### src/sv/turn_allocation_permission_table_core_macros.svh
// Assertion macros shared by the permission table RTL.
`ifndef TURN_ALLOCATION_PERMISSION_TABLE_CORE_MACROS_SVH
`define TURN_ALLOCATION_PERMISSION_TABLE_CORE_MACROS_SVH
`ifndef SYNTHESIS
// Same-cycle implication, disabled during reset.
`define TAPT_ASSERT_IMPLY(label, clk, rst, ante, cons) \
   label: assert property (@(posedge clk) disable iff (rst) (ante) |-> (cons)) \
      else $error("tapt: same-cycle check failed");
// Next-cycle implication, disabled during reset.
`define TAPT_ASSERT_NEXT(label, clk, rst, ante, cons) \
   label: assert property (@(posedge clk) disable iff (rst) (ante) |=> (cons)) \
      else $error("tapt: next-cycle check failed");
`else
`define TAPT_ASSERT_IMPLY(label, clk, rst, ante, cons)
`define TAPT_ASSERT_NEXT(label, clk, rst, ante, cons)
`endif
`endif

### src/sv/tapt_pkg.sv
package tapt_pkg;

   // Table geometry
   localparam int MAX_PERMISSIONS = 16;
   localparam int IDX_W = (MAX_PERMISSIONS > 1) ? $clog2(MAX_PERMISSIONS) : 1;
   localparam int CNT_W = $clog2(MAX_PERMISSIONS + 1);
   localparam int ENTRIES_W = 5;

   // Field widths
   localparam int CMD_W = 3;
   localparam int ADDR_W = 32;
   localparam int BYTES_W = 16;
   localparam int WORD_W = 32;
   localparam int PERM_LIFE_W = 16;
   localparam int CSR_IDX_W = 2;

   localparam logic [WORD_W-1:0] UNLIMITED_BANDWIDTH = 32'd99999999;

   // Command codes
   localparam logic [CMD_W-1:0] CMD_TICK     = 3'd0;
   localparam logic [CMD_W-1:0] CMD_ADD      = 3'd1;
   localparam logic [CMD_W-1:0] CMD_REMOVE   = 3'd2;
   localparam logic [CMD_W-1:0] CMD_CLEAR    = 3'd3;
   localparam logic [CMD_W-1:0] CMD_SWEEP    = 3'd4;
   localparam logic [CMD_W-1:0] CMD_CHECK    = 3'd5;
   localparam logic [CMD_W-1:0] CMD_USAGE    = 3'd6;
   localparam logic [CMD_W-1:0] CMD_LIFETIME = 3'd7;

   // Configuration register indexes
   localparam logic [CSR_IDX_W-1:0] REG_BANDWIDTH_LIMIT     = 2'd0;
   localparam logic [CSR_IDX_W-1:0] REG_PERMISSION_LIFETIME = 2'd1;
   localparam logic [CSR_IDX_W-1:0] REG_INITIAL_LIFETIME    = 2'd2;

   localparam logic [WORD_W-1:0] RESET_PERMISSION_LIFETIME = 32'd300;
   localparam logic [WORD_W-1:0] RESET_INITIAL_LIFETIME    = 32'd600;

   typedef struct packed {
      logic [CMD_W-1:0]   cmd;
      logic [ADDR_W-1:0]  peer_address;
      logic [BYTES_W-1:0] byte_count;
      logic [WORD_W-1:0]  new_lifetime;
   } req_payload_type;

   typedef struct packed {
      logic                 permitted;
      logic                 found;
      logic                 table_full;
      logic [WORD_W-1:0]    time_left;
      logic [WORD_W-1:0]    bandwidth_left;
      logic [WORD_W-1:0]    bytes_used;
      logic [ENTRIES_W-1:0] entries_used;
      logic                 alloc_ok;
   } rsp_payload_type;

   // Sequencer commands to the datapath
   typedef struct packed {
      logic load;
      logic scan;
      logic apply;
      logic timing;
      logic result;
   } dp_cmd_type;

   // Datapath status back to the sequencer
   typedef struct packed {
      logic scan_last;
   } dp_status_type;

   // Commands that walk the table
   function automatic logic cmd_scans(input logic [CMD_W-1:0] cmd);
      return (cmd == CMD_ADD) || (cmd == CMD_REMOVE) || (cmd == CMD_SWEEP) ||
             (cmd == CMD_CHECK);
   endfunction

endpackage

### src/sv/tapt_datapath.sv
`include "turn_allocation_permission_table_core_macros.svh"

module tapt_datapath (
   input  logic                           clock,
   input  logic                           reset,
   input  logic                           csr_wr_en,
   input  logic [tapt_pkg::CSR_IDX_W-1:0] csr_index,
   input  logic [tapt_pkg::WORD_W-1:0]    csr_wdata,
   input  tapt_pkg::req_payload_type      req_payload,
   input  tapt_pkg::dp_cmd_type           dp_cmd,
   output tapt_pkg::dp_status_type        dp_status,
   output tapt_pkg::rsp_payload_type      rsp_payload
);

   localparam int N = tapt_pkg::MAX_PERMISSIONS;
   localparam int IW = tapt_pkg::IDX_W;
   localparam int CW = tapt_pkg::CNT_W;
   localparam int WW = tapt_pkg::WORD_W;

   // Transaction and result registers
   tapt_pkg::req_payload_type req_ff;
   tapt_pkg::rsp_payload_type rsp_ff, rsp_in;

   // Table storage
   logic [N-1:0]                      valid_ff, valid_in;
   logic [tapt_pkg::ADDR_W-1:0]       addr_mem_ff [N];
   logic [WW-1:0]                     stamp_mem_ff [N];
   logic                              addr_we, stamp_we;
   logic [IW-1:0]                     wr_idx;

   // Allocation state and settings
   logic [CW-1:0]                     count_ff, count_in;
   logic [WW-1:0]                     now_ff, now_in;
   logic [WW-1:0]                     last_ff, last_in;
   logic [WW-1:0]                     alife_ff, alife_in;
   logic [WW-1:0]                     used_ff, used_in;
   logic [WW-1:0]                     bw_limit_ff, bw_limit_in;
   logic [tapt_pkg::PERM_LIFE_W-1:0]  perm_life_ff, perm_life_in;

   // Scan bookkeeping and result flags
   logic [IW-1:0]                     scan_idx_ff, scan_idx_in;
   logic                              hit_ff, hit_in;
   logic [IW-1:0]                     hit_idx_ff, hit_idx_in;
   logic                              free_ok_ff, free_ok_in;
   logic [IW-1:0]                     free_idx_ff, free_idx_in;
   logic                              permitted_ff, permitted_in;
   logic                              found_ff, found_in;
   logic                              full_ff, full_in;
   logic [WW-1:0]                     elapsed_ff;

   // Per-cycle arithmetic
   logic [WW-1:0]                     age;
   logic [WW:0]                       used_sum;
   logic [WW:0]                       tl_diff;
   logic [WW:0]                       bw_diff;
   logic [WW-1:0]                     time_left;
   logic [WW-1:0]                     bw_left;

   assign age = now_ff - stamp_mem_ff[scan_idx_ff];
   assign used_sum = {1'b0, used_ff} + {{(WW + 1 - tapt_pkg::BYTES_W){1'b0}},
                                        req_ff.byte_count};
   assign tl_diff = {1'b0, alife_ff} - {1'b0, elapsed_ff};
   assign bw_diff = {1'b0, bw_limit_ff} - {1'b0, used_ff};

   // Time left saturates at zero; bandwidth has an unlimited marker
   always_comb begin
      time_left = tl_diff[WW] ? '0 : tl_diff[WW-1:0];
      if (bw_limit_ff == '0) begin
         bw_left = tapt_pkg::UNLIMITED_BANDWIDTH;
      end else begin
         bw_left = bw_diff[WW] ? '0 : bw_diff[WW-1:0];
      end
   end

   // Next-state logic
   always_comb begin
      valid_in     = valid_ff;
      count_in     = count_ff;
      now_in       = now_ff;
      last_in      = last_ff;
      alife_in     = alife_ff;
      used_in      = used_ff;
      bw_limit_in  = bw_limit_ff;
      perm_life_in = perm_life_ff;
      scan_idx_in  = scan_idx_ff;
      hit_in       = hit_ff;
      hit_idx_in   = hit_idx_ff;
      free_ok_in   = free_ok_ff;
      free_idx_in  = free_idx_ff;
      permitted_in = permitted_ff;
      found_in     = found_ff;
      full_in      = full_ff;
      addr_we      = 1'b0;
      stamp_we     = 1'b0;
      wr_idx       = hit_idx_ff;

      // Take configuration writes; unknown indexes drop
      if (csr_wr_en) begin
         case (csr_index)
            tapt_pkg::REG_BANDWIDTH_LIMIT:     bw_limit_in = csr_wdata;
            tapt_pkg::REG_PERMISSION_LIFETIME:
               perm_life_in = csr_wdata[tapt_pkg::PERM_LIFE_W-1:0];
            tapt_pkg::REG_INITIAL_LIFETIME:    alife_in = csr_wdata;
            default: ;
         endcase
      end

      // Start a transaction
      if (dp_cmd.load) begin
         scan_idx_in  = '0;
         hit_in       = 1'b0;
         free_ok_in   = 1'b0;
         permitted_in = 1'b0;
         found_in     = 1'b0;
         full_in      = 1'b0;
      end

      // Visit one entry per cycle
      if (dp_cmd.scan) begin
         if (valid_ff[scan_idx_ff] && !hit_ff &&
             (addr_mem_ff[scan_idx_ff] == req_ff.peer_address)) begin
            hit_in     = 1'b1;
            hit_idx_in = scan_idx_ff;
         end
         if (!valid_ff[scan_idx_ff] && !free_ok_ff) begin
            free_ok_in  = 1'b1;
            free_idx_in = scan_idx_ff;
         end
         if ((req_ff.cmd == tapt_pkg::CMD_SWEEP) && valid_ff[scan_idx_ff] &&
             (age >= {{(WW - tapt_pkg::PERM_LIFE_W){1'b0}}, perm_life_ff})) begin
            valid_in[scan_idx_ff] = 1'b0;
            count_in = count_ff - 1'b1;
         end
         scan_idx_in = scan_idx_ff + 1'b1;
      end

      // Commit the command
      if (dp_cmd.apply) begin
         case (req_ff.cmd)
            tapt_pkg::CMD_TICK: now_in = now_ff + 1'b1;
            tapt_pkg::CMD_ADD: begin
               if (hit_ff) begin
                  stamp_we = 1'b1;
                  found_in = 1'b1;
               end else if (free_ok_ff) begin
                  wr_idx   = free_idx_ff;
                  stamp_we = 1'b1;
                  addr_we  = 1'b1;
                  valid_in[free_idx_ff] = 1'b1;
                  count_in = count_ff + 1'b1;
               end else begin
                  full_in = 1'b1;
               end
            end
            tapt_pkg::CMD_REMOVE: begin
               if (hit_ff) begin
                  valid_in[hit_idx_ff] = 1'b0;
                  count_in = count_ff - 1'b1;
                  found_in = 1'b1;
               end
            end
            tapt_pkg::CMD_CLEAR: begin
               valid_in = '0;
               count_in = '0;
            end
            tapt_pkg::CMD_SWEEP: ;
            tapt_pkg::CMD_CHECK: permitted_in = hit_ff;
            tapt_pkg::CMD_USAGE: begin
               last_in = now_ff;
               used_in = used_sum[WW] ? '1 : used_sum[WW-1:0];
            end
            tapt_pkg::CMD_LIFETIME: begin
               alife_in = req_ff.new_lifetime;
               last_in  = now_ff;
            end
            default: ;
         endcase
      end
   end

   // Assemble the result
   always_comb begin
      rsp_in.permitted      = permitted_ff;
      rsp_in.found          = found_ff;
      rsp_in.table_full     = full_ff;
      rsp_in.time_left      = time_left;
      rsp_in.bandwidth_left = bw_left;
      rsp_in.bytes_used     = used_ff;
      rsp_in.entries_used   = (tapt_pkg::ENTRIES_W)'(count_ff);
      rsp_in.alloc_ok       = (time_left != '0) && (bw_left != '0);
   end

   // Control and allocation state
   always_ff @(posedge clock) begin
      if (reset) begin
         valid_ff     <= '0;
         count_ff     <= '0;
         now_ff       <= '0;
         last_ff      <= '0;
         alife_ff     <= tapt_pkg::RESET_INITIAL_LIFETIME;
         used_ff      <= '0;
         bw_limit_ff  <= '0;
         perm_life_ff <= tapt_pkg::RESET_PERMISSION_LIFETIME[tapt_pkg::PERM_LIFE_W-1:0];
         scan_idx_ff  <= '0;
         hit_ff       <= 1'b0;
         free_ok_ff   <= 1'b0;
         permitted_ff <= 1'b0;
         found_ff     <= 1'b0;
         full_ff      <= 1'b0;
      end else begin
         valid_ff     <= valid_in;
         count_ff     <= count_in;
         now_ff       <= now_in;
         last_ff      <= last_in;
         alife_ff     <= alife_in;
         used_ff      <= used_in;
         bw_limit_ff  <= bw_limit_in;
         perm_life_ff <= perm_life_in;
         scan_idx_ff  <= scan_idx_in;
         hit_ff       <= hit_in;
         free_ok_ff   <= free_ok_in;
         permitted_ff <= permitted_in;
         found_ff     <= found_in;
         full_ff      <= full_in;
      end
   end

   // Payload registers
   always_ff @(posedge clock) begin
      hit_idx_ff  <= hit_idx_in;
      free_idx_ff <= free_idx_in;
      if (dp_cmd.load) begin
         req_ff <= req_payload;
      end
      if (dp_cmd.timing) begin
         elapsed_ff <= now_ff - last_ff;
      end
      if (dp_cmd.result) begin
         rsp_ff <= rsp_in;
      end
      if (addr_we) begin
         addr_mem_ff[wr_idx] <= req_ff.peer_address;
      end
      if (stamp_we) begin
         stamp_mem_ff[wr_idx] <= now_ff;
      end
   end

   assign dp_status.scan_last = (scan_idx_ff == IW'(N - 1));
   assign rsp_payload = rsp_ff;

   `TAPT_ASSERT_IMPLY(a_count_bound, clock, reset, 1'b1, count_ff <= CW'(N))
   `TAPT_ASSERT_IMPLY(a_full_not_found, clock, reset, full_ff, !found_ff && !hit_ff)
   `TAPT_ASSERT_NEXT(a_clear_empties, clock, reset, dp_cmd.apply && (req_ff.cmd == tapt_pkg::CMD_CLEAR), (count_ff == '0) && (valid_ff == '0))

endmodule

### src/sv/tapt_ctrl.sv
`include "turn_allocation_permission_table_core_macros.svh"

module tapt_ctrl (
   input  logic                       clock,
   input  logic                       reset,
   input  logic                       req_valid,
   input  logic [tapt_pkg::CMD_W-1:0] req_cmd,
   input  logic                       rsp_stall,
   input  tapt_pkg::dp_status_type    dp_status,
   output logic                       req_stall,
   output logic                       rsp_valid,
   output tapt_pkg::dp_cmd_type       dp_cmd
);

   typedef enum logic [2:0] {
      ST_IDLE,
      ST_SCAN,
      ST_APPLY,
      ST_TIME,
      ST_RESULT,
      ST_HOLD
   } state_type;

   state_type state_ff, state_in;
   logic      req_stall_ff;
   logic      rsp_valid_ff, rsp_valid_in;
   logic      accept;

   assign accept = req_valid && !req_stall_ff;

   // Sequence the transaction
   always_comb begin
      state_in     = state_ff;
      rsp_valid_in = rsp_valid_ff;
      case (state_ff)
         ST_IDLE: begin
            if (accept) begin
               state_in = tapt_pkg::cmd_scans(req_cmd) ? ST_SCAN : ST_APPLY;
            end
         end
         ST_SCAN: begin
            if (dp_status.scan_last) begin
               state_in = ST_APPLY;
            end
         end
         ST_APPLY:  state_in = ST_TIME;
         ST_TIME:   state_in = ST_RESULT;
         ST_RESULT: begin
            state_in     = ST_HOLD;
            rsp_valid_in = 1'b1;
         end
         ST_HOLD: begin
            if (!rsp_stall) begin
               state_in     = ST_IDLE;
               rsp_valid_in = 1'b0;
            end
         end
         default: state_in = ST_IDLE;
      endcase
   end

   // Hold state and handshake outputs
   always_ff @(posedge clock) begin
      if (reset) begin
         state_ff     <= ST_IDLE;
         req_stall_ff <= 1'b1;
         rsp_valid_ff <= 1'b0;
      end else begin
         state_ff     <= state_in;
         req_stall_ff <= (state_in != ST_IDLE);
         rsp_valid_ff <= rsp_valid_in;
      end
   end

   // Drive datapath commands
   always_comb begin
      dp_cmd.load   = (state_ff == ST_IDLE) && accept;
      dp_cmd.scan   = (state_ff == ST_SCAN);
      dp_cmd.apply  = (state_ff == ST_APPLY);
      dp_cmd.timing = (state_ff == ST_TIME);
      dp_cmd.result = (state_ff == ST_RESULT);
   end

   assign req_stall = req_stall_ff;
   assign rsp_valid = rsp_valid_ff;

   `TAPT_ASSERT_NEXT(a_accept_blocks, clock, reset, accept, req_stall_ff)
   `TAPT_ASSERT_IMPLY(a_rsp_blocks_req, clock, reset, rsp_valid_ff, req_stall_ff)
   `TAPT_ASSERT_NEXT(a_scan_ends, clock, reset, (state_ff == ST_SCAN) && dp_status.scan_last, state_ff == ST_APPLY)

endmodule

### src/sv/turn_allocation_permission_table_core.sv
// Permission table for one relay allocation. Each accepted transaction (tick, add,
// remove, clear, sweep, check, usage, set lifetime) returns exactly one result
// describing the allocation after the command. Add, remove, sweep and check walk
// the 16-entry table one entry per clock, then apply, time and result; the other
// commands go straight to apply. A new transaction is taken only after the
// previous result has been taken, in the cycle after that handshake at the
// earliest. Configuration writes are accepted any time but are meant for idle
// periods; writing initial_lifetime also reloads the allocation lifetime.
module turn_allocation_permission_table_core (
   input  logic                           clock,
   input  logic                           reset,
   input  logic                           csr_wr_en,
   input  logic [tapt_pkg::CSR_IDX_W-1:0] csr_index,
   input  logic [tapt_pkg::WORD_W-1:0]    csr_wdata,
   input  logic                           req_valid,
   output logic                           req_stall,
   input  tapt_pkg::req_payload_type      req_payload,
   output logic                           rsp_valid,
   input  logic                           rsp_stall,
   output tapt_pkg::rsp_payload_type      rsp_payload
);

   tapt_pkg::dp_cmd_type    dp_cmd;
   tapt_pkg::dp_status_type dp_status;

   // Sequencer
   tapt_ctrl u_ctrl (
      .clock     (clock),
      .reset     (reset),
      .req_valid (req_valid),
      .req_cmd   (req_payload.cmd),
      .rsp_stall (rsp_stall),
      .dp_status (dp_status),
      .req_stall (req_stall),
      .rsp_valid (rsp_valid),
      .dp_cmd    (dp_cmd)
   );

   // Table and allocation state
   tapt_datapath u_datapath (
      .clock       (clock),
      .reset       (reset),
      .csr_wr_en   (csr_wr_en),
      .csr_index   (csr_index),
      .csr_wdata   (csr_wdata),
      .req_payload (req_payload),
      .dp_cmd      (dp_cmd),
      .dp_status   (dp_status),
      .rsp_payload (rsp_payload)
   );

endmodule
### config.mk
export PLATFORM = sky130hd
export DESIGN_NAME = turn_allocation_permission_table_core
export DESIGN_NICKNAME = d
export VERILOG_FILES = /design/src/sv/tapt_pkg.sv /design/src/sv/tapt_datapath.sv /design/src/sv/tapt_ctrl.sv /design/src/sv/turn_allocation_permission_table_core.sv
export VERILOG_INCLUDE_DIRS = /design/src /design/src/sv
export SDC_FILE = /design/constraint.sdc
export NUM_CORES = 2
export LEC_CHECK = 0
export BUFFER_PORTS_ARGS = -buffer_cell sky130_fd_sc_hd__buf_2
export CAP_MARGIN = 25
export CORE_ASPECT_RATIO = 0.75
export CORE_MARGIN = 5
export CORE_UTILIZATION = 39
export CTS_CLUSTER_SIZE = 10
export DETAILED_ROUTE_END_ITERATION = 7
export GPL_ROUTABILITY_DRIVEN = 0
export PLACE_DENSITY_LB_ADDON = 0.1
export SYNTH_ARGS = -nofsm -noshare
export SYNTH_HDL_FRONTEND = slang
export SYNTH_SLANG_ARGS = --single-unit
### constraint.sdc
create_clock -name clock -period 21.4 [get_ports clock]
set_input_delay 1.07 -clock clock [delete_from_list [all_inputs] [get_ports clock]]
set_output_delay 1.07 -clock clock [all_outputs]
set_load 0.01 [all_outputs]
After elaboration in Yosys (flattened, before gate mapping)
Memory sizes are Yosys's and may differ from the RTL's. A register that Yosys moved wholly into a read port is not among the register bits.
Index checks and enable logic that the tools add are counted.
{"block": "word_totals", "out_inout_bits": 107, "ram_bits": 1024, "word_cells": 189, "memories": 2, "reg_bits": 439, "input_bits": 122}
{"block": "op_classes", "magnitude_cmp": 7, "eq_ne": 21, "reduce_logical": 37, "bitwise": 5, "add_sub_neg": 9, "mux": 76}
{"name": "u_datapath.addr_mem_ff", "depth": 16, "width": 32, "rd": 1, "rd_ports_with_merged_regs": 1, "write_ports": 1, "line": "tapt_datapath.sv:26", "source": "logic [tapt_pkg::ADDR_W-1:0] addr_mem_ff [N];"}
{"name": "u_datapath.stamp_mem_ff", "depth": 16, "width": 32, "rd": 1, "rd_ports_with_merged_regs": 1, "write_ports": 1, "line": "tapt_datapath.sv:27", "source": "logic [WW-1:0] stamp_mem_ff [N];"}
{"op": "$mux 32", "count": 8}
{"op": "$mux 16", "count": 6}
{"op": "$sub 32x32->33", "count": 2}
{"op": "$reduce_bool 32->1", "count": 2}
{"op": "$sub 32x32->32", "count": 2}
{"op": "$pmux 16 s3", "count": 1}
{"op": "$mux 4", "count": 10}
{"op": "$mux 1", "count": 34}
{"op": "$add 32x16->33", "count": 1}
{"op": "$add 32x1->32 const B", "count": 1}
{"op": "$and 16x16->16", "count": 2}
{"op": "$eq 32x32->1", "count": 1}
{"op": "$ge 32x16->1", "count": 1}
{"op": "$logic_not 32->1", "count": 1}
{"op": "$not 16->16", "count": 2}
{"op": "$mux 5", "count": 6}
{"op": "$eq 3x3->1 const B", "count": 8}
{"op": "$pmux 3 s6", "count": 1}
{"op": "$or 16x16->16", "count": 1}
{"op": "$reduce_and 2->1", "count": 8}
{"op": "$eq 3x2->1 const B", "count": 5}
{"op": "$lt 4x5->1 const B", "count": 3}
{"op": "$pmux 5 s3", "count": 1}
{"op": "$demux 1 s4", "count": 3}
{"op": "21 further kinds", "count": 45}

Logic depth before layout (Yosys ltp)
{"block": "logic_depth", "word_depth": 13, "mapped_depth": 32, "depth_no_buf": 25}

Hierarchy
From an unflattened synthesis, not the netlist that was laid out.
{"block": "unflattened", "hier_cells": 4176, "hier_area_um2": 63696.1}
{"mod": "tapt_datapath", "area_each_um2": 63394.6, "instances": 1, "seq_area_each_um2": 41800.1, "cells_each": 4138}
{"mod": "tapt_ctrl", "area_each_um2": 301.5, "instances": 1, "seq_area_each_um2": 100.1, "cells_each": 38}

Worst setup path before layout
No wires, ideal clock.
{"block": "synth_timing", "path_type": "reg-to-reg", "start": "reg with a tool-made name", "end": "reg u_datapath.count_ff[2]", "t_required_ns": 21.280, "stages_incl_launch_ff": 29, "path_buffers": 5, "synth_period_minus_slack_ns": 7.279, "setup_slack_ns": 14.121, "arrival_ns": 7.159, "setup_ns": 0.120, "cell_sequence": "dfxtp_1 -> clkbuf_1 -> buf_2 -> buf_2 -> buf_1 -> buf_1 -> mux4_2 -> mux4_2 -> inv_1 -> ha_1 -> a21o_1 -> or4_1 -> o22a_1 -> a211o_1 -> nand2_1 -> xnor2_1 -> ha_1 -> nand2_1 -> or2_2 -> nor2_1 -> a2111oi_0 -> nand4_1 -> a2111oi_2 -> o2111ai_1 -> a2111oi_0 -> nand4b_1 -> o21ai_4 -> nor3_1 -> a211o_1"}
{"element": "end signal: assignment", "line": "tapt_datapath.sv:212", "source": "count_ff <= count_in;"}
{"element": "end: declaration", "line": "tapt_datapath.sv:32", "source": "logic [CW-1:0] count_ff, count_in;"}

==> summary.txt <==
Outcome
  • Outcome: complete, no violations

Timing
  • Setup Skew: 0.0617 ns
  • Achievable Freq: 135 MHz
  • Final Hold Fails: 0
  • Setup TNS: 0 ns
  • RSZ-0062 raised after global routing: false
  • Fin. max-slew vios: 0
  • Final setup violating endpoints: 0
  • Slew @ Worst Pin: 1.07 ns
  • Worst setup margin: 13.97 ns
  • Tcrit/Tclk final: 34.7%
  • Min Tclk post-route: 7.43 ns
  • Slew HR: 28.4%

Power
  • Sequential share of power: 50.8%
  • Logic pwr share: 7.4%
  • Leak: 24.5 nW
  • Net Sw Frac: 23.2%
  • Net Sw Power: 1.45 mW
  • Cell Pwr Density: 86.1 nW/um2
  • Clock network power share: 41.8%
  • Internal: 4.80 mW
  • Power Total: 6.25 mW
  • Worst VDD drop: 0.0000798 V

Detailed routing
  • Remaining DRCs: 0
  • Vias/cell: 5.49
  • Remaining antenna violation count: 0
  • Wirelength, routed: 172 mm
  • Post-detailed-route wirelength per cell: 25.5 um
  • DR iter-0 viols: 3716
  • Via count: 37000
  • Detailed-router iteration count before antenna repair: 5

Worst setup path
  • CP max stage cell: o21ai_4
  • Setup crit end: u_datapath.count_ff[2]
  • CP startpoint kind: flop
  • R2r setup slk: 13.97 ns
  • Crit path depth: 25
  • Max incr delay on CP: 0.64 ns
  • WP data arrival: 8.10 ns
  • CP Data Required Time: 22.07 ns
  • Crit Path Category: flop to flop
  • Worst r2r path cells: 25
  • CP bufs+invs: 3
  • FF-to-FF End: u_datapath.count_ff[2]
  • Crit end category: flop
  • CP top delay family: compound AO/OA/AOI/OAI gates
  • Crit Path Max Fanout: 41

Global route
  • GRT Resource Usage Total: 19.9%
  • Pin count of the biggest net entering global routing: 97
  • Overflow after GRT: 0
  • First-pass GRT wire length: 252 mm
  • Antenna violations before repair: 8
  • Vias in the first global route: 36600

CTS
  • H-tree level count: 4
  • Clk pin slew, worst setup/hold paths: 0.06 ns
  • CTS tree: done
  • Hold_buf cts: 0
  • Clock Path Buffers: 3
  • Setup bufs post-CTS: 0
  • Cts bufs inserted: 167
  • # clock sinks: 1467
  • Post-CTS sizing: 0
  • Worst-Skew Late Latency: 0.84 ns
  • CTS Root Cell: clkbuf_16

Logic synthesis
  • Mapped Nets: 4479
  • Top FF cell, synth: edfxtp_1
  • Synth area leader: edfxtp_1
  • Gate Count Post-Synth: 4185
  • Sequential share of the synthesized area: 66.0%
  • Post-synthesis area per instance: 15.2 um2
  • Synth top area share: 59.2%
  • Post-synth ARST share: 0%
  • Synth unique cells: 80
  • Ys Warns: 0
  • Synthesized area: 63500 um2
  • Top cells by area, synth: edfxtp_1 (59%), mux4_2 (11%), dfxtp_1 (6.8%), ha_1 (3.3%), a21oi_1 (1.9%)
  • EDFF count, synth: 1252
  • Post-synthesis register bit count: 1467

Die
  • DIE HEIGHT: 359 um
  • Die area: 171000 um2
  • # IOs: 229
  • Core area: 162000 um2
  • Cell row count: 128
  • Starting Density: 39.2%
  • Die width: 476 um

Final layout
  • Area Overhead vs Synth: 14.5%
  • Post-layout net count: 4804
  • Design Area, Final: 72700 um2
  • Layout cells sized above 1: 20.0%
  • Post-Route Utilization: 44.8%

Placement
  • Placed cell area: 67700 um2
  • HPWL Detailed: 104 mm
  • Port bufs: 228
  • Worst slack at placement: 13.28 ns

Job
  • Max Cap Violations: 0

Worst hold path
  • HP Class: input pin to flop
[power by group through the flow]
| stage | combinational (mW) | clock (mW) | sequential, mW |
|---|---|---|---|
| after floorplan | 0.341 | 0 | 3.22 |
| after global placement | 0.459 | 0 | 3.24 |
| after detailed placement | 0.459 | 0 | 3.25 |
| after CTS | 0.460 | 2.69 | 3.19 |
| after global routing | 0.508 | 2.81 | 3.18 |
| final | 0.464 | 2.61 | 3.18 |
[placed cells by master, fill, tap and decap left out, types with 44 or more instances in the layout]
master	netlist	final
clkbuf_1	126	67
mux2i_1	51	49
a21o_1	48	48
a21oi_1	247	246
buf_2	7	227
buf_4	1	94
clkbuf_16	0	167
xnor2_1	104	104
inv_1	190	189
a211oi_1	48	48
o21ai_0	150	150
dfxtp_1	215	211
nor3_1	44	44
mux4_2	324	324
xor2_1	68	68
ha_1	167	167
nor2_1	272	238
nand3_1	66	65
edfxtp_1	1252	1252
nand2_1	328	327
[cell usage after synthesis (all sizes together), types with 7 or more instances]
cell,n
and2,16
clkbuf,126
o21a,27
mux4,324
a211o,14
o31a,10
a21boi,7
or2,15
o211ai,17
a21o,48
a21oi,247
xnor2,104
nor3,44
or3,18
ha,167
o21ai,153
nand2b,42
and3,19
inv,190
o21bai,9
edfxtp,1252
xor2,68
nand2,328
mux2i,52
nor2,272
o31ai,11
nor3b,12
nand3,66
buf,44
nand4,29
a211oi,48
dfxtp,215
nor4,21
a2111oi,7
nor2b,38
a31oi,16
[stage by stage]
stage,hold slack (ns),instances
after floorplan,0.406,4185
after detailed placement,0.427,6484
after global placement,0.430,6484
after global routing,0.360,6743
after CTS,0.342,6741
final,0.419,6746
[flip-flops by register name (all words and copies together), names as in the netlist, 16 cells and up, named ones only]
| signal | count |
|---|---|
| u_datapath.now_ff | 32 |
| u_datapath.req_ff | 83 |
| u_datapath.addr_mem_ff | 512 |
| u_datapath.used_ff | 32 |
| u_datapath.valid_ff | 16 |
| u_datapath.stamp_mem_ff | 512 |
| u_datapath.rsp_payload | 105 |
| u_datapath.elapsed_ff | 32 |
| u_datapath.bw_limit_ff | 32 |
| u_datapath.last_ff | 32 |
| u_datapath.alife_ff | 32 |
| u_datapath.perm_life_ff | 16 |
[worst reg2reg max path, cell delays in order (launching register included)]
cell       delay [ns]
dfxtp_4          0.55
buf_4            0.48
buf_16           0.30
mux4_2           0.39
mux4_2           0.46
inv_1            0.14
ha_1             0.31
a21o_1           0.20
or4_1            0.44
o22a_1           0.24
a211o_1          0.33
nand2_1          0.10
xnor2_1          0.15
ha_1             0.27
nand2_1          0.08
or2_2            0.13
nor2_1           0.04
a2111oi_0        0.37
nand4_1          0.17
a2111oi_2        0.26
o2111ai_1        0.15
a2111oi_0        0.41
nand4b_1         0.26
o21ai_4          0.65
nor3_1           0.15
a211o_1          0.28
[metal layers]
metal	share of wire, %	vias to the layer above	track usage [%]	wire [um]
met2	44	1080	29.4	75900
met1	48	19000	30.7	82600
met3	5.9	198	3.33	10100
met5	0	-	0	0
met4	1.8	0	4.36	3140
li1	-	16800	-	-
[cell type report]
cell class,instances,area (um2)
fillers,14300,89400
clock inverters,19,398
clock buffers,238,4490
diodes,3,7.51
well taps,2145,2680
multi-input cells,2358,20500
flip-flops and latches,1467,41900
inverters,190,716
repair buffers,326,1950
[how the worst min path moves through the flow]
stage | startpoint | end | slack [ns] | cells past startpoint
detailed placement | u_datapath.used_ff[17] | u_datapath.rsp_payload[23] | 0.43 | 0
global route | req_payload[68] | u_datapath.req_ff[68] | 0.36 | 1
CTS | req_payload[63] | u_datapath.req_ff[63] | 0.34 | 1
finish | req_payload[22] | u_datapath.req_ff[22] | 0.42 | 1
global placement | u_datapath.used_ff[17] | u_datapath.rsp_payload[23] | 0.43 | 0
floorplan | u_datapath.count_ff[3] | u_datapath.rsp_payload[4] | 0.41 | 0
[cells by family after synthesis]
group | count (synthesis) | share of synthesized area, %
AO/OA/AOI/OAI | 682 | 6.71
flip-flops | 1467 | 66.0
AND/OR/NAND/NOR | 953 | 6.95
buffers and inverters | 360 | 2.16
adder cells (fa/ha/maj) | 172 | 3.45
multiplexers | 379 | 12.4
XOR/XNOR | 172 | 2.37
Power figures use the tool's default switching activity.
